`config.mk`:
```
export PLATFORM = sky130hd
export DESIGN_NAME = sem_ctrl
export DESIGN_NICKNAME = d
export VERILOG_FILES = /design/src/hw/rtl/sem_pkg.sv /design/src/hw/rtl/sem_ctrl.sv
export SDC_FILE = /design/constraint.sdc
export NUM_CORES = 1
export LEC_CHECK = 0
export BUFFER_PORTS_ARGS = -buffer_cell sky130_fd_sc_hd__clkbuf_2
export CAP_MARGIN = 20
export CORE_AREA = 2 2 39 41
export CTS_CLUSTER_DIAMETER = 60
export DETAILED_ROUTE_END_ITERATION = 7
export DIE_AREA = 0 0 41 43
export HOLD_SLACK_MARGIN = 0.05
export PLACE_DENSITY = 0.53
export SYNTH_ARGS = -nofsm -noshare
export SYNTH_HDL_FRONTEND = slang
export SYNTH_SLANG_ARGS = --single-unit
```
`constraint.sdc`:
```
create_clock -name clock -period 2.25 [get_ports clock]
set_input_delay 0.1125 -clock clock [delete_from_list [all_inputs] [get_ports clock]]
set_output_delay 0.1125 -clock clock [all_outputs]
set_load 0.03 [all_outputs]
```
`src/hw/rtl/sem_pkg.sv`:
```
// Shared types and constants of the Sobel edge-magnitude block.
// Used by the controller, the datapath and the top level; depends on nothing.
package sem_pkg;

   // size defaults and limits
   localparam int          DEF_MAX_WIDTH    = 2048;
   localparam int          CSR_W            = 12;
   localparam int          PIX_W            = 8;
   localparam int          POS_W            = 11;
   localparam int          GRAD_W           = 11;
   localparam int          ROOT_STEPS       = 8;
   localparam int          STEP_W           = $clog2(ROOT_STEPS);
   localparam logic [11:0] DEF_IMAGE_WIDTH  = 12'd640;
   localparam logic [11:0] DEF_IMAGE_HEIGHT = 12'd480;
   localparam logic [11:0] MIN_SIZE         = 12'd3;
   localparam logic [11:0] MAX_HEIGHT       = 12'd2048;

   // register indexes of the configuration port
   typedef enum logic {
      CSR_IMAGE_WIDTH  = 1'b0,
      CSR_IMAGE_HEIGHT = 1'b1
   } csr_index_type;

   // controller to datapath commands
   typedef struct packed {
      logic clear_step;
      logic accept;
      logic update;
      logic grad_en;
      logic square_en;
      logic sum_en;
      logic root_step;
      logic out_load;
   } cmd_type;

   // datapath to controller status
   typedef struct packed {
      logic clear_last;
      logic emit;
      logic out_free;
   } sts_type;

endpackage

```
`src/hw/rtl/sem_ctrl.sv`:
```
// Controller of the Sobel edge-magnitude block: sequences line-buffer clear,
// pixel intake, gradient, square, sum, root and output load. Uses sem_pkg.
module sem_ctrl import sem_pkg::*; (
   input  logic    clock,
   input  logic    reset,
   input  logic    req_valid,
   output logic    req_ready,
   input  sts_type sts,
   output cmd_type cmd
);

   typedef enum logic [2:0] {
      S_CLEAR,
      S_IDLE,
      S_READ,
      S_GRAD,
      S_SQUARE,
      S_SUM,
      S_ROOT,
      S_OUT
   } state_type;

   state_type         state_ff, state_in;
   logic [STEP_W-1:0] step_ff, step_in;

   // next state and command decode
   always_comb begin
      cmd       = '0;
      req_ready = 1'b0;
      state_in  = state_ff;
      step_in   = step_ff;
      unique case (state_ff)
         S_CLEAR: begin
            cmd.clear_step = 1'b1;
            if (sts.clear_last) state_in = S_IDLE;
         end
         S_IDLE: begin
            req_ready = 1'b1;
            if (req_valid) begin
               cmd.accept = 1'b1;
               state_in   = S_READ;
            end
         end
         S_READ: begin
            cmd.update = 1'b1;
            state_in   = sts.emit ? S_GRAD : S_IDLE;
         end
         S_GRAD: begin
            cmd.grad_en = 1'b1;
            state_in    = S_SQUARE;
         end
         S_SQUARE: begin
            cmd.square_en = 1'b1;
            state_in      = S_SUM;
         end
         S_SUM: begin
            cmd.sum_en = 1'b1;
            step_in    = '0;
            state_in   = S_ROOT;
         end
         S_ROOT: begin
            cmd.root_step = 1'b1;
            step_in       = step_ff + 1'b1;
            if (step_ff == STEP_W'(ROOT_STEPS - 1)) state_in = S_OUT;
         end
         S_OUT: begin
            if (sts.out_free) begin
               cmd.out_load = 1'b1;
               state_in     = S_IDLE;
            end
         end
      endcase
   end

   // hold state and step count
   always_ff @(posedge clock) begin
      if (reset) begin
         state_ff <= S_CLEAR;
         step_ff  <= '0;
      end else begin
         state_ff <= state_in;
         step_ff  <= step_in;
      end
   end

endmodule

```
==> impl_results.md <==
- Commonest cells post-synth: nor2_1 (8), nand2_1 (7), dfxtp_1 (6), a21oi_1 (4)
- GRT Total Usage: 0.107
- Hold WC Path Type: in2reg
- Post-synth EDFFs: 0
- Setup bufs post-CTS: 0
- ANT cells: 0
- Total CTS buffers: 3
- Reg2Reg Depth: 3
- Count leader, synth: nor2_1
- CP required: 2.14 ns
- Grt ovf: 0
- H-tree depth: 1
- Top_reg_cell synth: dfxtp_1
- Worst Tran Pin Value: 0.441 ns
- Worst Setup End Kind: output pin
- Leak pwr: about 0.20 nW
- Max Fanout on Critical Path: 15
- Setup TNS Final: 0 ns
- Part of the Yosys area used for sequential elements: 0.310
- DRC: 0
- Synth Area in Simple Gates: 0.348
- Final Setup Violations: 0
- Worst path bufs/invs: 2
- CTS tree: yes
- P per Cell Area: 585 nW/µm²
- Count of state elements after synthesis: 6
- Root Buffer Master: clkbuf_4
- Post-synthesis adder-cell area fraction: 0.0645
- Non-filler cells, final: 82
- Syn_area_per_cell: 7.46 µm²
- Final ANT Viol Nets: 0
- Clock skew: about 0.0033 ns
- Top cell type's share of synthesized area: 0.310
- Worst skew pair latency: between 0.2 and 0.25 ns
- Synth top area cells: dfxtp_1 (31%), nor2_1 (7.7%), nand2_1 (6.8%), ha_1 (6.5%), nor3b_1 (5.8%)
- Max VDD drop: between 150 and 200 µV
- Vias post-DR: a little under 400
- Cells after Synth: 52
- Final cycle utilization of the critical path: 0.725
- PortBufs: 14
- Count of cell types in the netlist: 21
- WP depth: 3
- Synth area leader: dfxtp_1
- Pin count of the biggest net entering global routing: 16
- Synth async-reset ratio: 0
- Starting density of the core: 0.280
- Post-synthesis cell area: 388 µm²
- CTS sink count: 6
- Unrepaired setup endpoints after global routing: no
- Syn. warnings: 0
- Syn-to-layout area delta: 22.9%
- DRT iter0 DRCs: 11
- Avg Vias per Cell: approximately 4.8
- Number of nets in the layout: 76
- Hold_buf cts: 0
- Routed length per placed instance: 10.1 µm
- Ports: 15
- Clock slew at reported path FFs: 0.05 ns
- Die X: 41 µm
- F_max: around 600 MHz
- DRT Wirelength: 830 µm
- Main combinational cell family by area after synthesis: simple AND/OR/NAND/NOR gates
- Initial antenna violation count: 0
- Max stage delay on crit path: 0.58 ns
- Relative slew slack: 0.706
- Critical Path Start Type: flip-flop
- GPL Wtd Cong: 0.697
- Iteration count of the initial detailed-routing pass: 4
- Max cap viols: 0
- Status: finished clean
- Inst Count DP: 79
- Total die area: around 1800 µm²
- Compound-Gate Fraction of Synth Area: 0.197
- Core area: about 1400 µm²
- Ratio of cells with drive above 1 in the final layout: 0.273
- CP max-delay cell: dfxtp_1
- Die Y: between 40 and 50 µm
- Xor/xnor share of the synthesized area: 0
- CP top delay family: flip-flops
- FP Rows: 14
- Clock buffer depth: 2
- Vias in the first global route: 307
- Worst Hold Depth: 2
- First-pass GRT wire length: 1.30 mm
- Post-synthesis mux area share: 0
- Arr. time, crit path: 1.52 ns
- Post-synthesis net count: 60
- Fillers: 158
- Crit-path cells: inv_1 -> nor3b_1 -> clkbuf_2
- Final min period: 1.63 ns
- Critical path type: reg2out
- Final Hold Violating Endpoints: 0
- Slew Limit Fails: 0
- CTS resizes: 0
- Hpwl dp: 617 µm
-- logic make-up after synthesis --
kind of cell             Yosys count
buffers and inverters              5
flip-flops                         6
AND/OR/NAND/NOR                   28
adder cells (fa/ha/maj)            2
AO/OA/AOI/OAI                     11
-- metal layers --
| metal | global-route usage | vias to the layer above | routed length, µm |
|---|---|---|---|
| met5 | 0 | - | 0 |
| met4 | 0.0200 | 0 | 0 |
| met3 | 0.0628 | 0 | 42 |
| met2 | 0.144 | 9 | 398 |
| met1 | 0.148 | 176 | 390 |
| li1 | - | 208 | - |
-- cell usage in the layout (no fill, tap or decap) --
cell       instances
or3_1              1
nand2b_1           1
clkbuf_4           3
nand3_1            2
a21bo_1            1
dfxtp_1            6
clkbuf_2          14
nor3b_1            3
nand2_1            7
and2_1             1
a21oi_1            4
nor2b_1            2
o21ai_0            1
a2111oi_2          1
a31oi_1            3
inv_1              2
nor3_1             3
ha_1               2
o211ai_1           1
nor2_1             8
-- worst paths after layout --
check	start	endpoint	slack, ns
max	state_ff[1]	cmd[1]	0.62
max reg2reg	state_ff[1]	state_ff[0]	1.00
min	reset	state_ff[0]	0.14
min reg2reg	step_ff[1]	step_ff[1]	0.49
-- sequential cells by signal (all words and copies together) (netlist names) --
signal    cells
state_ff      3
step_ff       3
-- metrics by stage --
stage | instance area, µm² | hold slack, ns | util | setup WS, ns | power (mW)
global placement | 454 | 0.392 | 0.328 | 0.896 | 0.182
floorplan | 388 | 0.181 | - | 0.646 | 0.169
CTS | 477 | 0.134 | 0.344 | 0.602 | 0.285
global route | 477 | 0.138 | 0.344 | 0.435 | 0.299
detailed placement | 454 | 0.397 | 0.328 | 0.863 | 0.182
finish | 477 | 0.141 | 0.344 | 0.618 | 0.279
-- where the power goes --
group / internal (mW) / switching, mW / total (mW) / leakage, nW
sequential: 0.111 / 0.0131 / 0.124 / 0.0488
clock: 0.0603 / 0.0386 / 0.0989 / 0.0138
combinational: 0.0203 / 0.0359 / 0.0562 / 0.142
total: 0.191 / 0.0875 / 0.279 / 0.204
-- layout make-up --
class	count	area (µm²)	area share
clock buffers	3	22.5	0.0472
multi-input cells	41	236	0.496
repair buffers	14	70.1	0.147
well taps	16	20.0	0.0420
flip-flops and latches	6	120	0.252
inverters	2	7.51	0.0157
No activity file was read; power rests on OpenSTA's default activity.
